--- src/rtl/brpc_pkg.sv ---
package brpc_pkg;

  localparam int TIME_BITS_DEF = 32;
  localparam int NOW_W         = 32;
  localparam int CFG_IDX_W     = 3;
  localparam int CFG_DATA_W    = 16;
  localparam int IN_DATA_W     = 40;
  localparam int IN_USER_W     = 2;
  localparam int OUT_DATA_W    = 8;

  typedef logic [1:0] op_t;
  localparam op_t OP_BUTTON = 2'd0;
  localparam op_t OP_SWITCH = 2'd1;
  localparam op_t OP_LOCK   = 2'd2;

  typedef logic [2:0] ev_t;
  localparam ev_t EV_NONE    = 3'd0;
  localparam ev_t EV_PRESS   = 3'd1;
  localparam ev_t EV_RELEASE = 3'd2;
  localparam ev_t EV_SHORT   = 3'd3;
  localparam ev_t EV_LONG    = 3'd4;
  localparam ev_t EV_APPLIED = 3'd5;
  localparam ev_t EV_BLOCKED = 3'd6;

  typedef logic [1:0] react_t;
  localparam react_t REACT_NONE   = 2'd0;
  localparam react_t REACT_ON     = 2'd1;
  localparam react_t REACT_OFF    = 2'd2;
  localparam react_t REACT_TOGGLE = 2'd3;

  typedef logic [CFG_IDX_W-1:0] cfg_idx_t;
  localparam cfg_idx_t REG_LONG_MODE    = 3'd0;
  localparam cfg_idx_t REG_DEBOUNCE     = 3'd1;
  localparam cfg_idx_t REG_LONG_PRESS   = 3'd2;
  localparam cfg_idx_t REG_FIRST_REACT  = 3'd3;
  localparam cfg_idx_t REG_SECOND_REACT = 3'd4;
  localparam cfg_idx_t REG_RELAY_DISC   = 3'd5;
  localparam cfg_idx_t REG_LOCK         = 3'd6;

  localparam logic LEVEL_PRESSED  = 1'b0;
  localparam logic LEVEL_RELEASED = 1'b1;

  localparam logic [7:0]  DEBOUNCE_RST   = 8'd50;
  localparam logic [15:0] LONG_PRESS_RST = 16'd1000;

  typedef struct packed {
    logic        long_press_mode;
    logic [7:0]  debounce_ms;
    logic [15:0] long_press_ms;
    react_t      first_reaction;
    react_t      second_reaction;
    logic        relay_disconnected;
    logic        lock_with_false;
  } cfg_t;

  typedef struct packed {
    logic debounced_level;
    logic seen_level;
    logic relay;
    logic short_st;
    logic long_st;
    logic lock_value;
  } flags_t;

  typedef struct packed {
    op_t              operation;
    logic [NOW_W-1:0] now_ms;
    logic             button_level;
    logic             bus_value;
  } item_t;

endpackage

--- src/rtl/button_press_relay_controller_top.sv ---
// Button relay controller: debounces timestamped button samples (toggle or short/long press
// mode), applies the configured reactions to the relay and status bits, and passes or blocks
// bus switch commands by the lock value. Every accepted word yields exactly one result word.
// One word is taken per cycle, back to back, while out_tready keeps up; the input register
// feeds the single update stage, whose outcome is caught by the result register when it is
// free or out_tready is high. While a result waits for out_tready the input is held off.
// Write configuration only while no word is in flight.
module button_press_relay_controller_top #(
  parameter int TIME_BITS = brpc_pkg::TIME_BITS_DEF
) (
  input  logic                             clk,
  input  logic                             rst_n,
  input  logic                             in_tvalid,
  output logic                             in_tready,
  // now_ms[31:0], button_level[32], bus_value[33], zero[39:34]
  input  logic [brpc_pkg::IN_DATA_W-1:0]   in_tdata,
  // operation[1:0]
  input  logic [brpc_pkg::IN_USER_W-1:0]   in_tuser,
  output logic                             out_tvalid,
  input  logic                             out_tready,
  // relay_on[0], short_status[1], long_status[2], event_res[5:3], zero[7:6]
  output logic [brpc_pkg::OUT_DATA_W-1:0]  out_tdata,
  input  logic                             cfg_we,
  input  brpc_pkg::cfg_idx_t               cfg_index,
  input  logic [brpc_pkg::CFG_DATA_W-1:0]  cfg_wdata
);

  logic                           s1_v_r;
  brpc_pkg::item_t                s1_item_r;
  logic                           out_v_r;
  logic [brpc_pkg::OUT_DATA_W-1:0] out_data_r;
  brpc_pkg::cfg_t                 cfg_r;
  brpc_pkg::flags_t               flags_r;
  brpc_pkg::flags_t               flags_nxt;
  logic [TIME_BITS-1:0]           stable_r;
  logic [TIME_BITS-1:0]           stable_nxt;
  logic [TIME_BITS-1:0]           press_r;
  logic [TIME_BITS-1:0]           press_nxt;
  brpc_pkg::ev_t                  ev;
  logic                           adv;
  brpc_pkg::item_t                in_item;

  assign in_item.operation    = in_tuser;
  assign in_item.now_ms       = in_tdata[brpc_pkg::NOW_W-1:0];
  assign in_item.button_level = in_tdata[brpc_pkg::NOW_W];
  assign in_item.bus_value    = in_tdata[brpc_pkg::NOW_W+1];

  assign adv        = s1_v_r && (!out_v_r || out_tready);
  assign in_tready  = !s1_v_r || adv;
  assign out_tvalid = out_v_r;
  assign out_tdata  = out_data_r;

  brpc_step #(
    .TIME_BITS(TIME_BITS)
  ) u_step (
    .cfg          (cfg_r),
    .item         (s1_item_r),
    .flags        (flags_r),
    .stable_since (stable_r),
    .press_start  (press_r),
    .flags_nxt    (flags_nxt),
    .stable_nxt   (stable_nxt),
    .press_nxt    (press_nxt),
    .ev           (ev)
  );

  // input stage
  always_ff @(posedge clk) begin
    if (!rst_n) begin
      s1_v_r <= 1'b0;
    end else if (in_tready) begin
      s1_v_r <= in_tvalid;
    end
    if (in_tready && in_tvalid) s1_item_r <= in_item;
  end

  // result stage
  always_ff @(posedge clk) begin
    if (!rst_n) begin
      out_v_r <= 1'b0;
    end else if (adv) begin
      out_v_r <= 1'b1;
    end else if (out_tready) begin
      out_v_r <= 1'b0;
    end
    if (adv) begin
      out_data_r <= {2'b00, ev, flags_nxt.long_st, flags_nxt.short_st, flags_nxt.relay};
    end
  end

  // controller state and configuration
  always_ff @(posedge clk) begin
    if (!rst_n) begin
      flags_r.debounced_level  <= brpc_pkg::LEVEL_RELEASED;
      flags_r.seen_level       <= brpc_pkg::LEVEL_RELEASED;
      flags_r.relay            <= 1'b0;
      flags_r.short_st         <= 1'b0;
      flags_r.long_st          <= 1'b0;
      flags_r.lock_value       <= 1'b0;
      stable_r                 <= '0;
      press_r                  <= '0;
      cfg_r.long_press_mode    <= 1'b0;
      cfg_r.debounce_ms        <= brpc_pkg::DEBOUNCE_RST;
      cfg_r.long_press_ms      <= brpc_pkg::LONG_PRESS_RST;
      cfg_r.first_reaction     <= brpc_pkg::REACT_NONE;
      cfg_r.second_reaction    <= brpc_pkg::REACT_NONE;
      cfg_r.relay_disconnected <= 1'b0;
      cfg_r.lock_with_false    <= 1'b0;
    end else begin
      if (adv) begin
        flags_r  <= flags_nxt;
        stable_r <= stable_nxt;
        press_r  <= press_nxt;
      end
      if (cfg_we) begin
        case (cfg_index)
          brpc_pkg::REG_LONG_MODE:    cfg_r.long_press_mode    <= cfg_wdata[0];
          brpc_pkg::REG_DEBOUNCE:     cfg_r.debounce_ms        <= cfg_wdata[7:0];
          brpc_pkg::REG_LONG_PRESS:   cfg_r.long_press_ms      <= cfg_wdata[15:0];
          brpc_pkg::REG_FIRST_REACT:  cfg_r.first_reaction     <= cfg_wdata[1:0];
          brpc_pkg::REG_SECOND_REACT: cfg_r.second_reaction    <= cfg_wdata[1:0];
          brpc_pkg::REG_RELAY_DISC:   cfg_r.relay_disconnected <= cfg_wdata[0];
          brpc_pkg::REG_LOCK: begin
            cfg_r.lock_with_false <= cfg_wdata[0];
            flags_r.lock_value    <= cfg_wdata[0];
          end
          default: begin
          end
        endcase
      end
    end
  end

`ifndef SYNTHESIS
  a_switch_applied: assert property (@(posedge clk) disable iff (!rst_n)
    adv && s1_item_r.operation == brpc_pkg::OP_SWITCH &&
    flags_r.lock_value == cfg_r.lock_with_false && !cfg_we
    |=> out_tdata[0] == $past(s1_item_r.bus_value) && flags_r.relay == out_tdata[0])
    else $error("bus switch not applied to relay");

  a_disconnected: assert property (@(posedge clk) disable iff (!rst_n)
    adv && s1_item_r.operation == brpc_pkg::OP_BUTTON && cfg_r.relay_disconnected
    |=> flags_r.relay == $past(flags_r.relay))
    else $error("button reaction drove disconnected relay");

  a_result_follows: assert property (@(posedge clk) disable iff (!rst_n)
    adv |=> out_tvalid)
    else $error("processed word produced no result");
`endif

endmodule

--- src/rtl/brpc_step.sv ---
module brpc_step #(
  parameter int TIME_BITS = brpc_pkg::TIME_BITS_DEF
) (
  input  brpc_pkg::cfg_t         cfg,
  input  brpc_pkg::item_t        item,
  input  brpc_pkg::flags_t       flags,
  input  logic [TIME_BITS-1:0]   stable_since,
  input  logic [TIME_BITS-1:0]   press_start,
  output brpc_pkg::flags_t       flags_nxt,
  output logic [TIME_BITS-1:0]   stable_nxt,
  output logic [TIME_BITS-1:0]   press_nxt,
  output brpc_pkg::ev_t          ev
);

  logic [TIME_BITS-1:0] now_t;
  logic [TIME_BITS-1:0] d_stable;
  logic [TIME_BITS-1:0] d_press;
  logic [TIME_BITS-1:0] deb_t;
  logic [TIME_BITS-1:0] long_t;

  assign now_t    = TIME_BITS'(item.now_ms);
  assign d_stable = now_t - stable_since;
  assign d_press  = now_t - press_start;
  assign deb_t    = TIME_BITS'(cfg.debounce_ms);
  assign long_t   = TIME_BITS'(cfg.long_press_ms);

  always_comb begin
    brpc_pkg::react_t code;
    logic             react_en;
    logic             to_long;
    logic             v;
    logic             hit;
    flags_nxt  = flags;
    stable_nxt = stable_since;
    press_nxt  = press_start;
    ev         = brpc_pkg::EV_NONE;
    code       = brpc_pkg::REACT_NONE;
    react_en   = 1'b0;
    to_long    = 1'b0;
    case (item.operation)
      brpc_pkg::OP_BUTTON: begin
        if (!cfg.long_press_mode) begin
          if (item.button_level != flags.debounced_level) begin
            if (d_stable >= deb_t) begin
              flags_nxt.debounced_level = item.button_level;
              react_en = 1'b1;
              if (item.button_level == brpc_pkg::LEVEL_PRESSED) begin
                ev   = brpc_pkg::EV_PRESS;
                code = cfg.first_reaction;
              end else begin
                ev   = brpc_pkg::EV_RELEASE;
                code = cfg.second_reaction;
              end
            end
          end else begin
            stable_nxt = now_t;
          end
        end else if (item.button_level != flags.seen_level) begin
          flags_nxt.seen_level = item.button_level;
          if (item.button_level == brpc_pkg::LEVEL_PRESSED) begin
            press_nxt = now_t;
            ev        = brpc_pkg::EV_PRESS;
          end else if (d_press >= deb_t) begin
            react_en = 1'b1;
            if (d_press >= long_t) begin
              ev      = brpc_pkg::EV_LONG;
              code    = cfg.second_reaction;
              to_long = 1'b1;
            end else begin
              ev   = brpc_pkg::EV_SHORT;
              code = cfg.first_reaction;
            end
          end else begin
            ev = brpc_pkg::EV_RELEASE;
          end
        end
      end
      brpc_pkg::OP_SWITCH: begin
        if (flags.lock_value != cfg.lock_with_false) begin
          ev = brpc_pkg::EV_BLOCKED;
        end else begin
          flags_nxt.relay = item.bus_value;
          ev              = brpc_pkg::EV_APPLIED;
        end
      end
      brpc_pkg::OP_LOCK: begin
        flags_nxt.lock_value = item.bus_value;
      end
      default: begin
      end
    endcase

    hit = 1'b1;
    case (code)
      brpc_pkg::REACT_ON:     v = 1'b1;
      brpc_pkg::REACT_OFF:    v = 1'b0;
      brpc_pkg::REACT_TOGGLE: v = ~flags.short_st;
      default: begin
        v   = 1'b0;
        hit = 1'b0;
      end
    endcase
    if (react_en && hit) begin
      if (!cfg.relay_disconnected) flags_nxt.relay = v;
      if (to_long) flags_nxt.long_st = v;
      else flags_nxt.short_st = v;
    end
  end

endmodule
--- config.mk ---
export PLATFORM = sky130hd
export DESIGN_NAME = button_press_relay_controller_top
export DESIGN_NICKNAME = d
export VERILOG_FILES = /design/src/rtl/brpc_pkg.sv /design/src/rtl/button_press_relay_controller_top.sv /design/src/rtl/brpc_step.sv
export SDC_FILE = /design/constraint.sdc
export NUM_CORES = 1
export LEC_CHECK = 0
export BUFFER_PORTS_ARGS = -buffer_cell sky130_fd_sc_hd__buf_2
export CORE_UTILIZATION = 40
export DETAILED_ROUTE_END_ITERATION = 7
export PLACE_DENSITY = 0.68
export SETUP_SLACK_MARGIN = 0.15
export SYNTH_ARGS = -nofsm -noshare
export SYNTH_HDL_FRONTEND = slang
export SYNTH_HIERARCHICAL = 1
export SYNTH_SLANG_ARGS = --single-unit
--- constraint.sdc ---
create_clock -name clk -period 6.5 [get_ports clk]
set_input_delay 0.325 -clock clk [delete_from_list [all_inputs] [get_ports clk]]
set_output_delay 0.325 -clock clk [all_outputs]
set_load 0.005 [all_outputs]
; ---- Word-level counts from Yosys, hierarchy flattened
; Index checks and enable logic that the tools add are counted.
[totals]
output_inout_bits = 10
wordCells = 113
ff_bits = 145
input_bits = 66
[op_classes]
bitwise = 4
n_addsub = 2
n_lt_le_gt_ge = 3
mux = 46
reduce_logical = 22
eq_ne = 14
[ops]
columns = cell, n
row1 = greater-or-equal comparator 32 x 8 -> 1 bit, 2
row2 = subtractor 32 bit, 2
row3 = greater-or-equal comparator 32 x 16 -> 1 bit, 1
row4 = two-way mux 1 bit, 25
row5 = two-way mux 3 bit, 8
row6 = two-way mux 2 bit, 11
row7 = AND reduction 2 bit, 7
row8 = AND reduction 5 bit, 2
row9 = equality test 3 bit (second input constant), 3
row10 = AND reduction 4 bit, 2
row11 = equality test 2 bit (second input constant), 3
row12 = equality test 3 x 2 -> 1 bit (second input constant), 2
row13 = case mux 3 bit (2 select lines), 1
row14 = equality test 2 x 1 -> 1 bit (second input constant), 2
row15 = inverter 1 bit, 4
row16 = equality test 3 x 1 -> 1 bit (second input constant), 1
row17 = logical AND 1 bit, 3
row18 = logical NOT 3 bit, 1
row19 = != test 1 bit, 3
row20 = OR reduction 3 bit, 1
row21 = logical NOT 1 bit, 2
row22 = logical NOT 2 bit, 1
row23 = logical OR 1 bit, 2
row24 = case mux 1 bit (2 select lines), 1
row25 = nonzero test 2 bit, 1

; ---- Logic depth before layout (Yosys ltp)
; Gate-level depths: netlist of the first run.
[depth]
ltp_word = 13
depth_mapped = 24
depth_no_buf = 23

; ---- Cells and area by module
; Netlist of the first run, hierarchy kept.
[modules_own_cells]
columns = module, seq_area_each_um2, instances, area_each_um2, cells_each
row1 = brpc_step, 0.0, 1, 6097.1, 882
row2 = button_press_relay_controller_top, 3323.2, 1, 5192.5, 501

; ---- Worst setup path before layout of the first run
; Ideal clock, no wire load.
[synth_path]
path_kind = register to register
from = register s1_item_r[8] in the netlist's numbering
to = register out_data_r (netlist bit out_tdata[1]) (data pin)
n_path_buf = 0
path_slack_ps = 1567
period_less_slack_ps = 4933
t_arrival_ps = 4671
stages_incl_launch_ff = 19
required_ps = 6238
setup_ps = 262
cell_sequence = edfxtp_1 > ha_1 > a211o_1 > or2_2 > o21ai_0 > xnor2_1 > ha_1 > a2111oi_0 > nand4_1 > a2111oi_2 > o221ai_1 > or4_1 > nor4_1 > nand4_1 > or4_1 > nor4_2 > o21a_2 > and4b_1 > mux2_4
[synth_rtl]
columns = item, line_no
row1 = "start, declared", button_press_relay_controller_top.sv:29  ; brpc_pkg::item_t s1_item_r;
row2 = "start signal, assigned", button_press_relay_controller_top.sv:74  ; if (in_tready && in_tvalid) s1_item_r <= in_item;
row3 = "end signal, assigned", button_press_relay_controller_top.sv:87  ; out_data_r <= {2'b00, ev, flags_nxt.long_st, flags_nxt.short_st, flags_nxt.relay};
row4 = "end, declared", button_press_relay_controller_top.sv:31  ; logic [brpc_pkg::OUT_DATA_W-1:0] out_data_r;

==> results of run 1 <==
-- cells in the final DEF (no fill, tap or decap), drive strengths merged, types with 9 or more instances in the layout --
master	netlist	layout
a21oi	162	162
o21ai	129	129
inv	107	113
nand2	110	110
dfxtp	103	103
nand3	96	96
ha	94	94
buf	37	73
nor2	71	71
mux2	64	64
edfxtp	42	42
mux2i	27	27
a21o	23	23
o21a	21	21
xnor2	20	20
nand4	19	19
clkbuf	40	19
xor2	17	17
nor3	15	15
nor2b	14	14
o211ai	14	14
nand2b	12	12
a211oi	11	11
a31oi	9	9
and3	9	9
-- worst max-delay path: cells and delay by family, from the launching register on --
family / cells / cell delay, ps
and+or+nand+nor: 9 / 2540
AOI/OAI and AO/OA: 7 / 1640
adders and majority gates: 2 / 630
DFF: 1 / 440
muxes: 1 / 310
xor gates and xnor gates: 1 / 90
-- registers in the layout, summed over array words and instances, names as in the netlist --
register    count
s1_item_r      36
out_tdata       6
stable_r       32
flags_r         6
out_tvalid      1
cfg_r          31
s1_v_r          1
press_r        32
-- cells by family (layout without fill, tap and decap cells) --
kind of cell             after synthesis  after routing  share of synthesized area [%]
flip-flops                           145            145                           29.4
AND/OR/NAND/NOR                      394            394                           17.3
buffers and inverters                184            212                           7.04
adder cells (fa/ha/maj)               96             96                           10.8
AO/OA/AOI/OAI                        435            435                           23.7
multiplexers                          91             91                           8.81
XOR/XNOR                              37             37                           2.87
other                                  1              2                         0.0332
-- power groups by stage --
stage	registers [mW]	clock network [mW]	logic [mW]
5_1_grt	0.991	1.02	0.520
6_report	0.987	0.958	0.468
3_5_place_dp	1.01	0	0.460
4_1_cts	0.987	0.981	0.463
3_3_place_gp	1.01	0	0.453
2_1_floorplan	0.993	0	0.349
-- Yosys cell counts, types with 13 or more instances --
cell type  number
nor2_1         71
mux2_2         63
nand3_1        96
xnor2_1        20
mux2i_1        27
edfxtp_1       42
a21oi_1       156
nor3_1         15
inv_1         105
ha_1           94
buf_2          19
nand4_1        19
clkbuf_2       13
o21ai_0       124
dfxtp_1       103
nor2b_1        14
clkbuf_1       27
xor2_1         17
nand2_1       110
o211ai_1       13
a21o_1         23
o21a_1         20
-- layer usage --
metal | wire length [um] | global-route usage (%) | part of all wire (%) | up-vias
li1 | - | - | - | 5061
met1 | 13700 | 27.5 | 46 | 4858
met2 | 13900 | 35.3 | 47 | 284
met3 | 1620 | 3.65 | 5.5 | 30
met4 | 418 | 6.03 | 1.4 | 0
met5 | 0 | 0 | 0 | -
-- layout make-up --
type | count | area, sq um | area share, %
Clock buffer | 19 | 433 | 3.51
Clock inverter | 13 | 128 | 1.04
Inverter | 107 | 402 | 3.26
Multi-Input combinational cell | 1055 | 7190 | 58.3
Sequential cell | 145 | 3320 | 27.0
Tap cell | 378 | 473 | 3.84
Timing Repair Buffer | 73 | 380 | 3.09
-- stage by stage --
step	setup slack (ps)	area (sq um)	utilization (%)	power, mW	cells
after floorplan	1570	11300	-	1.34	1384
after global placement	898	11800	42.4	1.46	1758
after detailed placement	765	11800	42.4	1.47	1758
after CTS	740	12300	44.4	2.43	1790
after global routing	342	12300	44.4	2.53	1790
final	693	12300	44.4	2.41	1790
-- worst paths after layout --
check | startpoint | to | slack [ps] | cells past startpoint
setup reg to reg | s1_item_r[8] | flags_r[2] | 690 | 20
hold / removal | in_tdata[9] | s1_item_r[11] | 50 | 1
setup / recovery | s1_item_r[8] | flags_r[2] | 690 | 20
hold reg to reg | cfg_r[8] | cfg_r[8] | 460 | 2
==> results.md, run 1 <==
- Vias per cell: 5.72
- Peak supply drop: 0.165 mV
- All-layer global routing usage: 21.0%
- Die width: 170 um
- Clk root buf: clkbuf_16
- Cells after synthesis: 1383
- Pint: 1.67 mW
- Die area: 0.0289 sq mm
- Share of the synthesized area in the top cell type: 18.3%
- Fin crit share: 89.3%
- Slowest-stage cell, CP: or4_1
- Mapped Area: 0.0113 sq mm
- Clk pwr share: 39.7%
- Synth-to-Final Area Change: 9.19%
- Synth top area cells: dfxtp_1 18%, edfxtp_1 11%, ha_1 10%
- Yosys warning count: 6
- Logic pwr share: 19.4%
- Vias: 10200
- Row cnt: 61
- Clk_skew: 12.1 ps
- Leading area contributor after synthesis: dfxtp_1
- CP arrival: 6090 ps
- WP data required: 6790 ps
- Diodes inserted: 0
- Setup crit start kind: flip-flop
- Post-synth EDFFs: 42
- PwrDens: 196 mW/mm^2
- Total CTS buffers: 17
- Die Y: 170 um
- Initial core utilization: 40.6%
- Core footprint: 0.0278 sq mm
- Congestion Overflow GR: 0
- Setup repair bufs after CTS: 0
- Unrepaired setup endpoints after global routing: false
- Wire per inst: 16.6 um
- 1st-pass router iterations: 6
- Setup-failing EPs final: 0
- Max Cap Viol: 0
- Async S/R FF share, synth: 0%
- DRT iter0 DRCs: 911
- Crit path kind: flip-flop to flip-flop
- PortBufs: 67
- GPL Wtd Cong: 0.917
- CTS tree: yes
- Synth Area per Inst: 8.16 sq um
- # nets final: 1561
- Clock transition at path regs: 70 ps
- Vias in the first global route: 9518
- Slew @ Worst Pin: 1140 ps
- Seq/Total Area, Yosys: 29.4%
- Worst-Skew Late Latency: 440 ps
- Net switching power: 0.739 mW
- H-tree levels: 4
- Final HPWL DP: 21.1 mm
- Crit-path cells: ha_1 > a211o_1 > or2_2 > o21ai_0 > xnor2_1 > ha_1 > a2111oi_0 > nand4_1 > a2111oi_2 > o221ai_1 > or4_1 > nor4_1 > nand4_1 > or4_1 > nor4_2 > o21a_2 > and4b_1 > mux2_4 > nand3_1 > a21oi_1
- Relative slew margins: 24.2%
- CP max stage delay: 520 ps
- Max-slew violation count: 0
- Critical path capture point type: flip-flop
- Initial antenna violation count: 0
- Min-delay worst type: input pin to flip-flop
- Final Hold Viols: 0
- Peak Freq: 172 MHz
- Switch share: 30.6%
- Clk sink count: 145
- Status: finished clean
- First-pass GRT wire length: 48.3 mm
- Post_cts resized: 0
- FF+latch count, synth: 145
- Clock Path Buffers: 2
- Fillcell total: 2814
- Crit path max fanout: 6
- Setup tns final: 0 ps
- Post-DRT Antenna Nets: 0
- Top FF cell, synth: dfxtp_1
- Final WL: 29.7 mm
- DRC viols: 0
- Ports: 76
- Hold buffer count at cts: 0
- Share of cells above drive strength 1: 14.2%
- Lkg Pwr: 4.66 nW
- Fin crit period: 5810 ps
- Hold_ws: 50.4 ps
- Reg power frac: 40.9%
- Yosys cell types: 89
- Largest net degree at the start of global routing: 74
Note: power is estimated with default switching activity, not from simulation.
==> inputs of run 2 (changes only) <==
--- a/config.mk
+++ b/config.mk
@@ -5,10 +5,11 @@
 export SDC_FILE = /design/constraint.sdc
 export NUM_CORES = 1
 export LEC_CHECK = 0
+export ABC_AREA = 1
 export BUFFER_PORTS_ARGS = -buffer_cell sky130_fd_sc_hd__buf_2
 export CORE_UTILIZATION = 40
 export DETAILED_ROUTE_END_ITERATION = 7
-export PLACE_DENSITY = 0.68
+export PLACE_DENSITY = 0.67
 export SETUP_SLACK_MARGIN = 0.15
 export SYNTH_ARGS = -nofsm -noshare
 export SYNTH_HDL_FRONTEND = slang
==> run 2 against run 1 <==
  * First-iteration DRC count is 4.1% lower
  * Synthesized cell count rose by 48%
  * Total power is 24% higher
  * Setup slack improved by 1200 ps
  * Register-to-register slack better by 1200 ps
  * Critical path type unchanged
  * Highest routed layer unchanged
==> results.md, run 2 <==
- Buf/Inv on CP: 1
- Die width: 177 um
- Congestion Overflow GR: 0
- Crit path max fanout: 7
- Clock Path Buffers: 2
- Top cells by count, synth: 633 x nand2_1, 384 x inv_1, 302 x nor2_1
- WP data required: 6880 ps
- Post-DRT Antenna Nets: 0
- Fin crit share: 71.0%
- FF+latch count, synth: 145
- Die Y: 177 um
- CTS tree: yes
- Diodes inserted: 0
- Leading area contributor after synthesis: nand2_1
- CP top delay family: simple AND/OR/NAND/NOR gates
- Most frequent cells in the layout: 631 x nand2_1, 383 x inv_1, 302 x nor2_1
- 1st-pass router iterations: 5
- Post_cts resized: 0
- Final WL: 34.6 mm
- Fin crit period: 4610 ps
- Final HPWL DP: 27.1 mm
- Max FFs per register: 36
- Lkg Pwr: 7.13 nW
- Hold buffer count at cts: 0
- Setup-failing EPs final: 0
- Ports: 76
- Synth top area cells: nand2_1 19%, dfxtp_1 17%, inv_1 12%
- Critical path capture point type: flip-flop
- Final worst setup slack: 1890 ps
- First-pass GRT wire length: 57.2 mm
- Setup repair bufs after CTS: 0
- DP Worst Slack: 2130 ps
- Overall power: 3.00 mW
- Async S/R FF share, synth: 0%
- CP arrival: 4990 ps
- H-tree levels: 4
- CP max stage delay: 460 ps
- Top FF cell, synth: dfxtp_1
- PwrDens: 223 mW/mm^2
- DRT iter0 DRCs: 874
- Synth-to-Final Area Change: 10.4%
- Row cnt: 63
- Seq/Total Area, Yosys: 27.2%
- Layout Cells excl Fill: 2499
- PortBufs: 67
- GPL Wtd Cong: 1.00
- Unrepaired setup endpoints after global routing: false
- DP Cell Count: 2467
- Mapped Area: 0.0122 sq mm
- Worst-Skew Late Latency: 440 ps
- # nets final: 2258
- Share of cells above drive strength 1: 6.40%
- Slowest-stage cell, CP: ha_1
- Setup tns final: 0 ps
- Max Cap Viol: 0
- Max-slew violation count: 0
- Setup crit start kind: flip-flop
- Clock transition at path regs: 70 ps
- Cells after synthesis: 2046
- Yosys warning count: 6
- Clk root buf: clkbuf_16
- Vias in the first global route: 11600
- Status: finished clean
- Die area: 0.0312 sq mm
- Min-delay worst type: input pin to flip-flop
- Post-synth EDFFs: 42
- Largest registers: s1_item_r (36), press_r (32), stable_r (32)
- Clk sink count: 145
- Crit path kind: flip-flop to flip-flop
- Vias per cell: 4.92
- Wire per inst: 13.8 um
- Commonest non-fill, non-tap cell in the layout: nand2_1
- Synth Area per Inst: 5.97 sq um
- Vias: 12300
- Fillcell total: 3247
- Peak supply drop: 0.185 mV
- Largest net degree at the start of global routing: 97
- Most common cell in the synthesized netlist: nand2_1
- Initial antenna violation count: 0
- Initial core utilization: 41.0%
- Crit-path most repeated cell: nand2_1
- All-layer global routing usage: 23.3%
- Yosys cell types: 47
- Peak Freq: 217 MHz
- Clk_skew: 11.8 ps
- Total CTS buffers: 17
- Final Hold Viols: 0
- Slew @ Worst Pin: 1200 ps
- Final Util: 45.2%
- Share of the synthesized area in the top cell type: 19.5%
- DRC viols: 0
- Core footprint: 0.0298 sq mm
- Relative slew margins: 19.9%
- Largest Register: s1_item_r
-- run 2: changes by cell type after synthesis, moves of 14 or more --
cell	before	now
inv_1	105	384
mux2i_1	27	0
mux2_2	63	0
o21ai_0	124	160
nor2_1	71	302
nand2_1	110	633
nor2b_1	14	0
a21oi_1	156	68
a21o_1	23	3
o21a_1	20	2
-- run 2: worst reg2reg max path, delay by kind of cell (launching register included) --
| family | cells | cell delay [ps] |
|---|---|---|
| AND/OR/NAND/NOR | 22 | 2820 |
| flip-flops | 1 | 420 |
| XOR/XNOR | 1 | 270 |
| adder cells (fa/ha/maj) | 2 | 760 |
| buffers and inverters | 1 | 30 |
| AO/OA/AOI/OAI | 2 | 230 |
-- run 2: worst paths after layout --
check | from | endpoint | slack [ps] | cells after the start
setup reg to reg | s1_item_r[4] | flags_r[2] | 1890 | 28
hold reg to reg | cfg_r[1] | cfg_r[1] | 460 | 2
hold / removal | in_tdata[12] | s1_item_r[14] | 50 | 1
setup / recovery | s1_item_r[4] | flags_r[2] | 1890 | 28
-- run 2: cells by family (layout without fill, tap and decap cells) --
group / after synthesis / count (layout) / share of synthesized area [%]
compound gates: 254 / 254 / 10.9
buf+inv: 431 / 493 / 13.7
flops: 145 / 145 / 27.2
simple gates: 1093 / 1093 / 36.3
other cells: 1 / 2 / 0.0307
fa+ha+maj: 96 / 96 / 9.96
xor+xnor: 26 / 26 / 1.87
-- run 2: metrics by stage --
step                hold WS, ps  instance area (sq um)
floorplan                   424                  12200
global route               31.7                  13500
detailed placement          452                  12900
global placement            453                  12900
CTS                        31.1                  13500
finish                     54.0                  13500
-- run 2: final cells by class --
type	instances	area [sq um]	area share, %
clock buffer	17	425	3.16
clock inverter	15	184	1.37
inverter	390	1470	10.9
multi-input combinational	1471	7220	53.6
sequential	145	3320	24.7
tap	390	488	3.62
timing repair buffer	71	365	2.71
-- run 2: layer usage --
layer	vias to the layer above	GRT usage, %	share of wire, %
li1	6428	-	-
met1	5570	31.0	48
met2	279	39.1	46
met3	24	3.24	5.0
met4	0	6.03	1.3
met5	-	0	0
-- run 2: where the power goes --
group	internal [mW]	switching (mW)	leakage, nW
Combinational	0.321	0.606	5.59
Sequential	0.987	0.0477	1.25
Clock	0.607	0.430	0.292
Total	1.91	1.08	7.13
